$ cat src/page_framebuffer_drawing_engine_defines.svh
// Assertion macros for the page framebuffer drawing engine.
// Used by the top level; expects signals named clk and rst_n in scope.
`ifndef PAGE_FRAMEBUFFER_DRAWING_ENGINE_DEFINES_SVH
`define PAGE_FRAMEBUFFER_DRAWING_ENGINE_DEFINES_SVH

// Checked only outside reset.
`define PFDE_ASSERT(label, prop, msg) \
  label: assert property (@(posedge clk) disable iff (!rst_n) prop) \
    else $error(msg);

// Checked at every edge, reset included.
`define PFDE_ASSERT_ALWAYS(label, prop, msg) \
  label: assert property (@(posedge clk) prop) else $error(msg);

`endif

$ cat src/pfde_pkg.sv
// Shared types, constants and address helpers for the page framebuffer engine.
// No dependencies; the design modules refer to it by scoped names.
package pfde_pkg;

  // Panel geometry and page layout
  localparam int PANEL_WIDTH  = 128;
  localparam int PANEL_HEIGHT = 64;
  localparam int PAGE_ROWS    = 8;
  localparam int PAGE_COUNT   = (PANEL_HEIGHT + PAGE_ROWS - 1) / PAGE_ROWS;
  localparam int STORE_BYTES  = PANEL_WIDTH * PAGE_COUNT;
  localparam int ADDR_W       = $clog2(STORE_BYTES);
  localparam int BYTE_BITS    = 8;
  localparam int CNT_W        = $clog2(BYTE_BITS + 1);
  localparam logic [7:0] MSB_MASK = 8'h80;

  // Input word field widths
  localparam int OP_W   = 3;
  localparam int X_W    = 7;
  localparam int Y_W    = 6;
  localparam int WD_W   = 8;
  localparam int HT_W   = 7;
  localparam int IDX_W  = 10;
  localparam int IN_BITS = X_W + Y_W + WD_W + HT_W + 1 + 8 + IDX_W;
  localparam int TDATA_W = ((IN_BITS + 7) / 8) * 8;

  // Internal coordinate widths (origin plus offset)
  localparam int PX_W = 9;
  localparam int PY_W = 8;

  typedef enum logic [OP_W-1:0] {
    OP_SET_PIXEL   = 3'd0,
    OP_READ_PIXEL  = 3'd1,
    OP_READ_BYTE   = 3'd2,
    OP_FILL_RECT   = 3'd3,
    OP_START_BLIT  = 3'd4,
    OP_BLIT_DATA   = 3'd5
  } op_t;

  typedef enum logic [2:0] {
    ST_CLEAR,
    ST_IDLE,
    ST_FILL,
    ST_BIT,
    ST_RD,
    ST_WR,
    ST_RESP
  } state_t;

  typedef enum logic [2:0] {
    JOB_SET,
    JOB_FILL,
    JOB_BLIT,
    JOB_RD_PIX,
    JOB_RD_BYTE
  } job_t;

  typedef struct packed {
    logic              rd_en;
    logic [ADDR_W-1:0] rd_addr;
    logic              wr_en;
    logic [ADDR_W-1:0] wr_addr;
    logic [7:0]        wr_data;
  } mem_req_t;

  typedef struct packed {
    logic       vld;
    logic [7:0] value;
  } res_t;

  // Pixel lies on the panel
  function automatic logic on_panel(logic [PX_W-1:0] px, logic [PY_W-1:0] py);
    return (32'(px) < PANEL_WIDTH) && (32'(py) < PANEL_HEIGHT);
  endfunction

  // Store byte holding pixel (px, py); only meaningful on the panel
  function automatic logic [ADDR_W-1:0] page_addr(logic [PX_W-1:0] px,
                                                  logic [PY_W-1:0] py);
    return ADDR_W'((32'(py) / PAGE_ROWS) * PANEL_WIDTH + 32'(px));
  endfunction

endpackage

$ cat src/pfde_seq.sv
// Sequencer and shared read-modify-write unit of the drawing engine.
// Depends on pfde_pkg; drives the frame store through a pfde_pkg::mem_req_t.
module pfde_seq (
  input  logic                         clk,
  input  logic                         rst_n,
  input  logic                         in_tvalid,
  output logic                         in_tready,
  input  logic [pfde_pkg::TDATA_W-1:0] in_tdata,
  input  logic [pfde_pkg::OP_W-1:0]    in_tuser,
  output pfde_pkg::mem_req_t           mem_req,
  input  logic [7:0]                   mem_rdata,
  output pfde_pkg::res_t               res,
  input  logic                         res_free
);

  localparam int PX_W = pfde_pkg::PX_W;
  localparam int PY_W = pfde_pkg::PY_W;
  localparam int ADDR_W = pfde_pkg::ADDR_W;

  // Input word fields
  logic                       acc;
  pfde_pkg::op_t              in_op;
  logic [pfde_pkg::X_W-1:0]   f_x;
  logic [pfde_pkg::Y_W-1:0]   f_y;
  logic [pfde_pkg::WD_W-1:0]  f_w;
  logic [pfde_pkg::HT_W-1:0]  f_h;
  logic                       f_on;
  logic [7:0]                 f_data;
  logic [pfde_pkg::IDX_W-1:0] f_idx;

  assign f_x    = in_tdata[6:0];
  assign f_y    = in_tdata[12:7];
  assign f_w    = in_tdata[20:13];
  assign f_h    = in_tdata[27:21];
  assign f_on   = in_tdata[28];
  assign f_data = in_tdata[36:29];
  assign f_idx  = in_tdata[46:37];
  assign in_op  = pfde_pkg::op_t'(in_tuser);
  assign acc    = in_tvalid && in_tready;

  // Control state
  pfde_pkg::state_t           state_r, state_nxt;
  logic [ADDR_W-1:0]          clr_addr_r;
  logic [pfde_pkg::X_W-1:0]   origin_col_r;
  logic [pfde_pkg::Y_W-1:0]   origin_row_r;
  logic [pfde_pkg::WD_W-1:0]  blit_w_r;
  logic [pfde_pkg::HT_W-1:0]  blit_h_r;
  logic [pfde_pkg::WD_W-1:0]  cur_col_r;
  logic [pfde_pkg::HT_W-1:0]  cur_row_r;
  logic                       blit_active_r;
  logic [pfde_pkg::CNT_W-1:0] bit_cnt_r;

  // Work registers
  pfde_pkg::job_t             job_r;
  logic [ADDR_W-1:0]          addr_r;
  logic [7:0]                 mask_r;
  logic                       lit_r;
  logic [2:0]                 bitsel_r;
  logic                       zero_r;
  logic [PX_W-1:0]            cx_r;
  logic [PY_W-1:0]            ry_r;
  logic [PY_W-1:0]            y0_r;
  logic [PX_W-1:0]            x_end_r;
  logic [PY_W-1:0]            y_end_r;
  logic [7:0]                 data_r;

  // Item decode helpers
  logic            f_on_panel;
  logic [PX_W-1:0] sum_x, x_end_c;
  logic [PY_W-1:0] sum_y, y_end_c;
  logic            fill_ok;
  logic            idx_ok;

  assign f_on_panel = pfde_pkg::on_panel(PX_W'(f_x), PY_W'(f_y));
  assign sum_x   = PX_W'(f_x) + PX_W'(f_w);
  assign sum_y   = PY_W'(f_y) + PY_W'(f_h);
  assign x_end_c = (sum_x > PX_W'(pfde_pkg::PANEL_WIDTH)) ?
                   PX_W'(pfde_pkg::PANEL_WIDTH) : sum_x;
  assign y_end_c = (sum_y > PY_W'(pfde_pkg::PANEL_HEIGHT)) ?
                   PY_W'(pfde_pkg::PANEL_HEIGHT) : sum_y;
  assign fill_ok = (f_w != '0) && (f_h != '0) && f_on_panel;
  assign idx_ok  = 32'(f_idx) < pfde_pkg::STORE_BYTES;

  // Blit pixel under the cursor and the cursor step
  logic [PX_W-1:0] b_px, col_inc;
  logic [PY_W-1:0] b_py, row_inc;
  logic            b_on, col_wrap, bits_done;

  assign b_px      = PX_W'(origin_col_r) + PX_W'(cur_col_r);
  assign b_py      = PY_W'(origin_row_r) + PY_W'(cur_row_r);
  assign b_on      = pfde_pkg::on_panel(b_px, b_py);
  assign col_inc   = PX_W'(cur_col_r) + PX_W'(1);
  assign row_inc   = PY_W'(cur_row_r) + PY_W'(1);
  assign col_wrap  = col_inc >= PX_W'(blit_w_r);
  assign bits_done = (bit_cnt_r == pfde_pkg::CNT_W'(pfde_pkg::BYTE_BITS)) ||
                     !blit_active_r;

  // Fill: rows of the current page still inside the rectangle
  logic [7:0]      fill_mask;
  logic [PY_W-1:0] ry_next_page;
  logic            fill_col_done, fill_all_done;

  always_comb begin
    for (int b = 0; b < 8; b++) begin
      fill_mask[b] = (3'(b) >= ry_r[2:0]) && ({ry_r[PY_W-1:3], 3'(b)} < y_end_r);
    end
  end

  assign ry_next_page  = {ry_r[PY_W-1:3] + (PY_W-3)'(1), 3'b000};
  assign fill_all_done = cx_r >= x_end_r;
  assign fill_col_done = ry_r >= y_end_r;

  // Next state
  always_comb begin
    state_nxt = state_r;
    unique case (state_r)
      pfde_pkg::ST_CLEAR: begin
        if (clr_addr_r == ADDR_W'(pfde_pkg::STORE_BYTES - 1)) begin
          state_nxt = pfde_pkg::ST_IDLE;
        end
      end
      pfde_pkg::ST_IDLE: begin
        if (acc) begin
          unique case (in_op)
            pfde_pkg::OP_SET_PIXEL: begin
              if (f_on_panel) state_nxt = pfde_pkg::ST_RD;
            end
            pfde_pkg::OP_READ_PIXEL: begin
              state_nxt = f_on_panel ? pfde_pkg::ST_RD : pfde_pkg::ST_RESP;
            end
            pfde_pkg::OP_READ_BYTE: begin
              state_nxt = idx_ok ? pfde_pkg::ST_RD : pfde_pkg::ST_RESP;
            end
            pfde_pkg::OP_FILL_RECT: begin
              if (fill_ok) state_nxt = pfde_pkg::ST_FILL;
            end
            pfde_pkg::OP_BLIT_DATA: begin
              if (blit_active_r) state_nxt = pfde_pkg::ST_BIT;
            end
            default: state_nxt = pfde_pkg::ST_IDLE;
          endcase
        end
      end
      pfde_pkg::ST_FILL: begin
        if (fill_all_done) begin
          state_nxt = pfde_pkg::ST_IDLE;
        end else if (!fill_col_done) begin
          state_nxt = pfde_pkg::ST_RD;
        end
      end
      pfde_pkg::ST_BIT: begin
        if (bits_done) begin
          state_nxt = pfde_pkg::ST_IDLE;
        end else if (b_on) begin
          state_nxt = pfde_pkg::ST_RD;
        end
      end
      pfde_pkg::ST_RD: begin
        if (job_r == pfde_pkg::JOB_RD_PIX || job_r == pfde_pkg::JOB_RD_BYTE) begin
          state_nxt = pfde_pkg::ST_RESP;
        end else begin
          state_nxt = pfde_pkg::ST_WR;
        end
      end
      pfde_pkg::ST_WR: begin
        unique case (job_r)
          pfde_pkg::JOB_FILL: state_nxt = pfde_pkg::ST_FILL;
          pfde_pkg::JOB_BLIT: state_nxt = pfde_pkg::ST_BIT;
          default:            state_nxt = pfde_pkg::ST_IDLE;
        endcase
      end
      pfde_pkg::ST_RESP: begin
        if (res_free) state_nxt = pfde_pkg::ST_IDLE;
      end
      default: state_nxt = pfde_pkg::ST_IDLE;
    endcase
  end

  // Outputs: handshake, store access, result
  always_comb begin
    in_tready = (state_r == pfde_pkg::ST_IDLE);
    mem_req   = '0;
    res       = '0;
    unique case (state_r)
      pfde_pkg::ST_CLEAR: begin
        mem_req.wr_en   = 1'b1;
        mem_req.wr_addr = clr_addr_r;
      end
      pfde_pkg::ST_RD: begin
        mem_req.rd_en   = 1'b1;
        mem_req.rd_addr = addr_r;
      end
      pfde_pkg::ST_WR: begin
        // shared merge: set or clear the masked bits
        mem_req.wr_en   = 1'b1;
        mem_req.wr_addr = addr_r;
        mem_req.wr_data = lit_r ? (mem_rdata | mask_r) : (mem_rdata & ~mask_r);
      end
      pfde_pkg::ST_RESP: begin
        res.vld = 1'b1;
        if (zero_r) begin
          res.value = '0;
        end else if (job_r == pfde_pkg::JOB_RD_PIX) begin
          res.value = {7'b0, mem_rdata[bitsel_r]};
        end else begin
          res.value = mem_rdata;
        end
      end
      default: begin
        res = '0;
      end
    endcase
  end

  // Control registers
  always_ff @(posedge clk) begin
    if (!rst_n) begin
      state_r       <= pfde_pkg::ST_CLEAR;
      clr_addr_r    <= '0;
      origin_col_r  <= '0;
      origin_row_r  <= '0;
      blit_w_r      <= '0;
      blit_h_r      <= '0;
      cur_col_r     <= '0;
      cur_row_r     <= '0;
      blit_active_r <= 1'b0;
      bit_cnt_r     <= '0;
    end else begin
      state_r <= state_nxt;
      if (state_r == pfde_pkg::ST_CLEAR) begin
        clr_addr_r <= clr_addr_r + ADDR_W'(1);
      end
      // open a blit
      if (acc && in_op == pfde_pkg::OP_START_BLIT) begin
        origin_col_r  <= f_x;
        origin_row_r  <= f_y;
        blit_w_r      <= f_w;
        blit_h_r      <= f_h;
        cur_col_r     <= '0;
        cur_row_r     <= '0;
        blit_active_r <= (f_w != '0) && (f_h != '0);
      end
      if (acc && in_op == pfde_pkg::OP_BLIT_DATA) begin
        bit_cnt_r <= '0;
      end
      // one bitmap bit: step the cursor
      if (state_r == pfde_pkg::ST_BIT && !bits_done) begin
        bit_cnt_r <= bit_cnt_r + pfde_pkg::CNT_W'(1);
        if (col_wrap) begin
          cur_col_r     <= '0;
          cur_row_r     <= row_inc[pfde_pkg::HT_W-1:0];
          blit_active_r <= row_inc < PY_W'(blit_h_r);
        end else begin
          cur_col_r <= col_inc[pfde_pkg::WD_W-1:0];
        end
      end
    end
  end

  // Work registers
  always_ff @(posedge clk) begin
    unique case (state_r)
      pfde_pkg::ST_IDLE: begin
        if (acc) begin
          unique case (in_op)
            pfde_pkg::OP_SET_PIXEL: begin
              job_r  <= pfde_pkg::JOB_SET;
              addr_r <= pfde_pkg::page_addr(PX_W'(f_x), PY_W'(f_y));
              mask_r <= 8'h01 << f_y[2:0];
              lit_r  <= f_on;
            end
            pfde_pkg::OP_READ_PIXEL: begin
              job_r    <= pfde_pkg::JOB_RD_PIX;
              addr_r   <= pfde_pkg::page_addr(PX_W'(f_x), PY_W'(f_y));
              bitsel_r <= f_y[2:0];
              zero_r   <= !f_on_panel;
            end
            pfde_pkg::OP_READ_BYTE: begin
              job_r  <= pfde_pkg::JOB_RD_BYTE;
              addr_r <= ADDR_W'(f_idx);
              zero_r <= !idx_ok;
            end
            pfde_pkg::OP_FILL_RECT: begin
              job_r   <= pfde_pkg::JOB_FILL;
              lit_r   <= 1'b1;
              cx_r    <= PX_W'(f_x);
              ry_r    <= PY_W'(f_y);
              y0_r    <= PY_W'(f_y);
              x_end_r <= x_end_c;
              y_end_r <= y_end_c;
            end
            pfde_pkg::OP_BLIT_DATA: begin
              job_r  <= pfde_pkg::JOB_BLIT;
              data_r <= f_data;
            end
            default: begin
              zero_r <= zero_r;
            end
          endcase
        end
      end
      pfde_pkg::ST_FILL: begin
        if (!fill_all_done) begin
          if (fill_col_done) begin
            // next column, back to the top row
            cx_r <= cx_r + PX_W'(1);
            ry_r <= y0_r;
          end else begin
            addr_r <= pfde_pkg::page_addr(cx_r, ry_r);
            mask_r <= fill_mask;
            ry_r   <= ry_next_page;
          end
        end
      end
      pfde_pkg::ST_BIT: begin
        if (!bits_done) begin
          addr_r <= pfde_pkg::page_addr(b_px, b_py);
          mask_r <= 8'h01 << b_py[2:0];
          lit_r  <= (data_r & pfde_pkg::MSB_MASK) != '0;
          data_r <= data_r << 1;
        end
      end
      default: begin
        zero_r <= zero_r;
      end
    endcase
  end

endmodule
$ cat config.mk
export PLATFORM = sky130hd
export DESIGN_NAME = pfde_seq
export DESIGN_NICKNAME = d
export VERILOG_FILES = /design/src/page_framebuffer_drawing_engine_defines.svh /design/src/pfde_pkg.sv /design/src/pfde_seq.sv
export SDC_FILE = /design/constraint.sdc
export NUM_CORES = 1
export LEC_CHECK = 0
export BUFFER_PORTS_ARGS = -buffer_cell sky130_fd_sc_hd__buf_2
export CAP_MARGIN = 20
export CORE_MARGIN = 2
export CORE_UTILIZATION = 40
export DETAILED_ROUTE_END_ITERATION = 10
export HOLD_SLACK_MARGIN = 0.02
export SETUP_SLACK_MARGIN = 0.1
export SLEW_MARGIN = 15
export SYNTH_ARGS = -nofsm -noshare
export SYNTH_HDL_FRONTEND = slang
export SYNTH_SLANG_ARGS = --single-unit
$ cat constraint.sdc
create_clock -name clk -period 4.74 [get_ports clk]
set_input_delay 1.185 -clock clk [delete_from_list [all_inputs] [get_ports clk]]
set_output_delay 1.185 -clock clk [all_outputs]
set_load 0.05 [all_outputs]
# Word level (Yosys, flattened, before mapping)
# Cells that the tools add are included.
# op_classes
bitwise_logic	3
add_sub_neg	13
mux	63
shifts	2
magnitude_cmp	25
eq_ne	33
reduce_logical	40
# op_table
operator	n
$mux W8	18
$lt A8 B8 Y1	8
$mux W9	5
$mux W10	4
$pmux W8 S2	2
$pmux W10 S3	1
$mux W3	9
$pmux W8 S3	1
$pmux W11 S2	1
$mux W7	3
$pmux W3 S7	1
$add A10 B9 Y10	2
$pmux W10 S2	1
$add A7 B8 Y9	2
$eq A3 B2 Y1 const B	6
$eq A3 B3 Y1 const B	6
$pmux W9 S2	1
$add A6 B7 Y8	2
$shl A1 B3 Y8 const A	2
$pmux W3 S5	1
$logic_and A1 B1 Y1	14
$ge A3 B3 Y1 const A	4
$ne A2 B2 Y1 const B	6
$ne A3 B3 Y1 const B	4
other kinds (50)	75
# word_totals
in_bits	63
out_inout_bits	40
ff_bits	134
word_cells	200

# Logic depth before layout (Yosys ltp)
# depth
word_depth	6
mapped_depth	14
mapped_depth_nobuf	14

# Worst setup path after synthesis
# Ideal clock, no wire load.
# synth_path
kind	input to output
from	input port mem_rdata[5]
to	output port res[0] (netlist name)
arrival_time_ps	2671
t_required_ps	3555
path_stages	3
setup_slack_ps	884
path_buffers	0
path_cell_list	mux4_2 mux2i_1 a211oi_1
# synth_lines
element	line_no	text
start: declaration	pfde_seq.sv:11	input logic [7:0] mem_rdata,
end: declaration	pfde_seq.sv:12	output pfde_pkg::res_t res,

==> results.yml <==
clock_tree:
  cts.htree.levels: 4
  numClockSinks: 134
  root_buffer: "sky130_fd_sc_hd__clkbuf_16"
  post-cts-setup-buffers: 0
  hold_buffers: 0
  clock_pin_slew_reported_for_the_worst_setup_and_hold_paths_after_clock_tree_synthesis_ps: 60
  clock_latency_late_sink_ps: 420
  cts-buffers-inserted: 17
  clock_tree_from_tritoncts: "yes"
  ctsLongestPathBuffers: 2
  post_cts_gate_resize_count: 0
floorplan:
  area_of_the_die_um2: 22900
  coreArea_um2: 21200
  top_level_ports: 103
  placementRows: 53
  floorplan.initialDensity: 0.410
  floorplan.die.height_um: 151
  fp.dieW_um: 151
final_layout:
  final.fill_count: 2036
  finalCoreUtilization: 0.477
  net_total_in_the_final_layout: 1195
  fraction_of_final_layout_cells_with_drive_strength_greater_than_1: 0.161
  final_area_um2: 10100
  layout.area.seq_um2: 3410
  flow.area_growth_from_synthesis_pct: 16.4
  antenna-diode-count: 0
  multi_input_comb_area_um2: 4910
global_route:
  grt_first_pass_wirelength_um: 34600
  grt_overflow: 0
  antenna_found_initial: 0
  first_global_vias: 6651
  grt_max_degree: 56
  grtUsageTotal: 0.196
timing:
  clock.fmax_mhz: 283
  worst_margin_slew_ps: 978
  grt_setup_unrepaired: "no"
  report.final.setup_viol: 0
  hold_violations: 0
  finalWorstSetupSlack_ps: 1200
  timing.final.max_slew_violations: 0
  finalClockSkew_ps: 9.16
  finalCriticalPeriod_ps: 3540
  fin_setup_tns_ps: 0
  fin_crit_sh: 0.746
  max_transition_margin: 0.348
flow_run:
  maxcap_viol_count: 0
place:
  port_buffers: 101
  hpwl_dp_um: 16500
  place.gp.congestion: 0.833
  dp_worst_setup_slack_ps: 1160
  placedInstanceArea_um2: 9440
worst_setup_path:
  required_ps: 3560
  critical_path_peak_fanout: 11
  crit_arrival_ps: 2350
  category_of_the_worst_setup_path_capture_point: "output port"
  path_class: "flop to output port"
  critPathLaunchType: "flop"
synth:
  synth_flop_cell: "sky130_fd_sc_hd__edfxtp_1"
  seq_area_frac_synth: 0.394
  synth-edff-count: 73
  syn-cell-area_um2: 8660
  synth.yosys.warnings: 0
  syn-instance-count: 964
  unique_cell_type_count_in_the_yosys_netlist: 71
  ys_async_rst_share: 0
  syn-mean-instance-area_um2: 8.99
  synth-seq-cells: 134
status:
  outcome: "completed"
routing:
  drt-pass1-iter-count: 5
  num_vias: 7247
  avgViaCountPerCell: 5.38
  postRouteWirelength_um: 21800
  wire_per_inst_um: 16.2
  antenna_violating_nets_post_route: 0
  initialDrtViolationCount: 436
  route.detailed.drc: 0
pwr:
  total_leakage_power_nw: 4.17
  power_density_nw_per_um2: 278
  max-vdd-ir-drop_v: 0.000226
worst_hold_path:
  worstHoldPathType: "flop to flop"
registers in the layout, summed over array words and instances (netlist names), 3 cells and up:
name          flops
addr_r           10
bit_cnt_r         4
bitsel_r          3
blit_h_r          7
blit_w_r          8
clr_addr_r       10
cur_col_r         8
cur_row_r         7
cx_r              9
data_r            8
job_r             3
mask_r            8
origin_col_r      7
origin_row_r      6
ry_r              8
state_r           3
x_end_r           9
y0_r              6
y_end_r           8
cell families after synthesis:
logic type / count (synthesis) / share of synthesized area
buf+inv: 90 / 0.0412
mux: 20 / 0.0273
fa+ha+maj: 74 / 0.112
simple gates: 349 / 0.192
other cells: 1 / 0.000433
flops: 134 / 0.394
compound gates: 246 / 0.183
xor+xnor: 50 / 0.0505
critical path: stages (launching register included):
cell and delay [ps]:
sky130_fd_sc_hd__dfxtp_1 520, sky130_fd_sc_hd__inv_1 190, sky130_fd_sc_hd__nor3_1 720, sky130_fd_sc_hd__and2_1 240
sky130_fd_sc_hd__buf_2 270
worst paths after layout:
check	cells after the start	slack [ps]	endpoint	startpoint
min	2	460	blit_h_r[4]	blit_h_r[4]
min reg2reg	2	460	blit_h_r[4]	blit_h_r[4]
max	4	1200	mem_req[23]	state_r[2]
max reg2reg	14	1400	addr_r[9]	cur_col_r[1]
layer usage:
layer  track usage  vias to the layer above  share of wire
met1         0.277                     3343           0.48
met5             0                        -              0
met2         0.306                      214           0.45
li1              -                     3663              -
met4        0.0603                        0          0.015
met3        0.0325                       27          0.063
layout by cell type (no fill, tap or decap), drive strengths merged, types with 7 or more instances in the layout:
cell type  Yosys  routed
nand2        143     143
buf           12     113
a21oi         90      90
edfxtp        73      73
ha            68      68
nor2          63      63
dfxtp         61      61
inv           51      59
o21ai         46      46
xor2          30      30
nand3         30      30
and2          30      30
xnor2         20      20
clkbuf        27      18
a211oi        18      18
a21o          17      17
mux2i         15      15
nor3          15      15
nor2b         14      14
and3          11      11
a22oi         10      10
a22o          10      10
nand4         10      10
o211ai        10      10
or3            7       7
a31oi          7       7
report_power, final:
group	internal (mW)	total [mW]	switching, mW
logic	0.0827	0.207	0.125
clock network	0.820	1.37	0.547
registers	1.23	1.23	0.00341
total	2.13	2.81	0.675
layout make-up:
type | count | share of cell area
timing repair buffer | 113 | 0.0607
clock inverter | 14 | 0.0160
clock buffer | 18 | 0.0447
inverter | 51 | 0.0190
multi-input combinational | 741 | 0.487
tap | 275 | 0.0341
sequential | 134 | 0.338
cell usage after synthesis, drive strengths merged, types with 7 or more instances:
master  instances  share of area
nand3          30          0.017
a211oi         18          0.018
ha             68          0.098
and2           30          0.022
a31oi           7         0.0051
edfxtp         73           0.25
or3             7         0.0051
o21ai          46          0.027
buf            12         0.0074
nor2           63          0.028
a22o           10          0.010
nor2b          14          0.010
nor3           15         0.0092
mux2i          15          0.017
dfxtp          61           0.14
clkbuf         27          0.012
xnor2          20          0.020
o211ai         10         0.0087
nand2         143          0.062
a21o           17          0.015
inv            51          0.022
nand4          10         0.0072
and3           11         0.0091
a22oi          10         0.0087
xor2           30          0.030
a21oi          90          0.052
metrics by stage:
stage | cells | power [mW] | hold slack, ps
CTS | 1343 | 2.83 | 456
floorplan | 965 | 1.38 | 431
global placement | 1311 | 1.46 | 443
finish | 1346 | 2.81 | 455
global route | 1346 | 2.90 | 475
detailed placement | 1311 | 1.46 | 448
(Power assumes the default switching activity.)
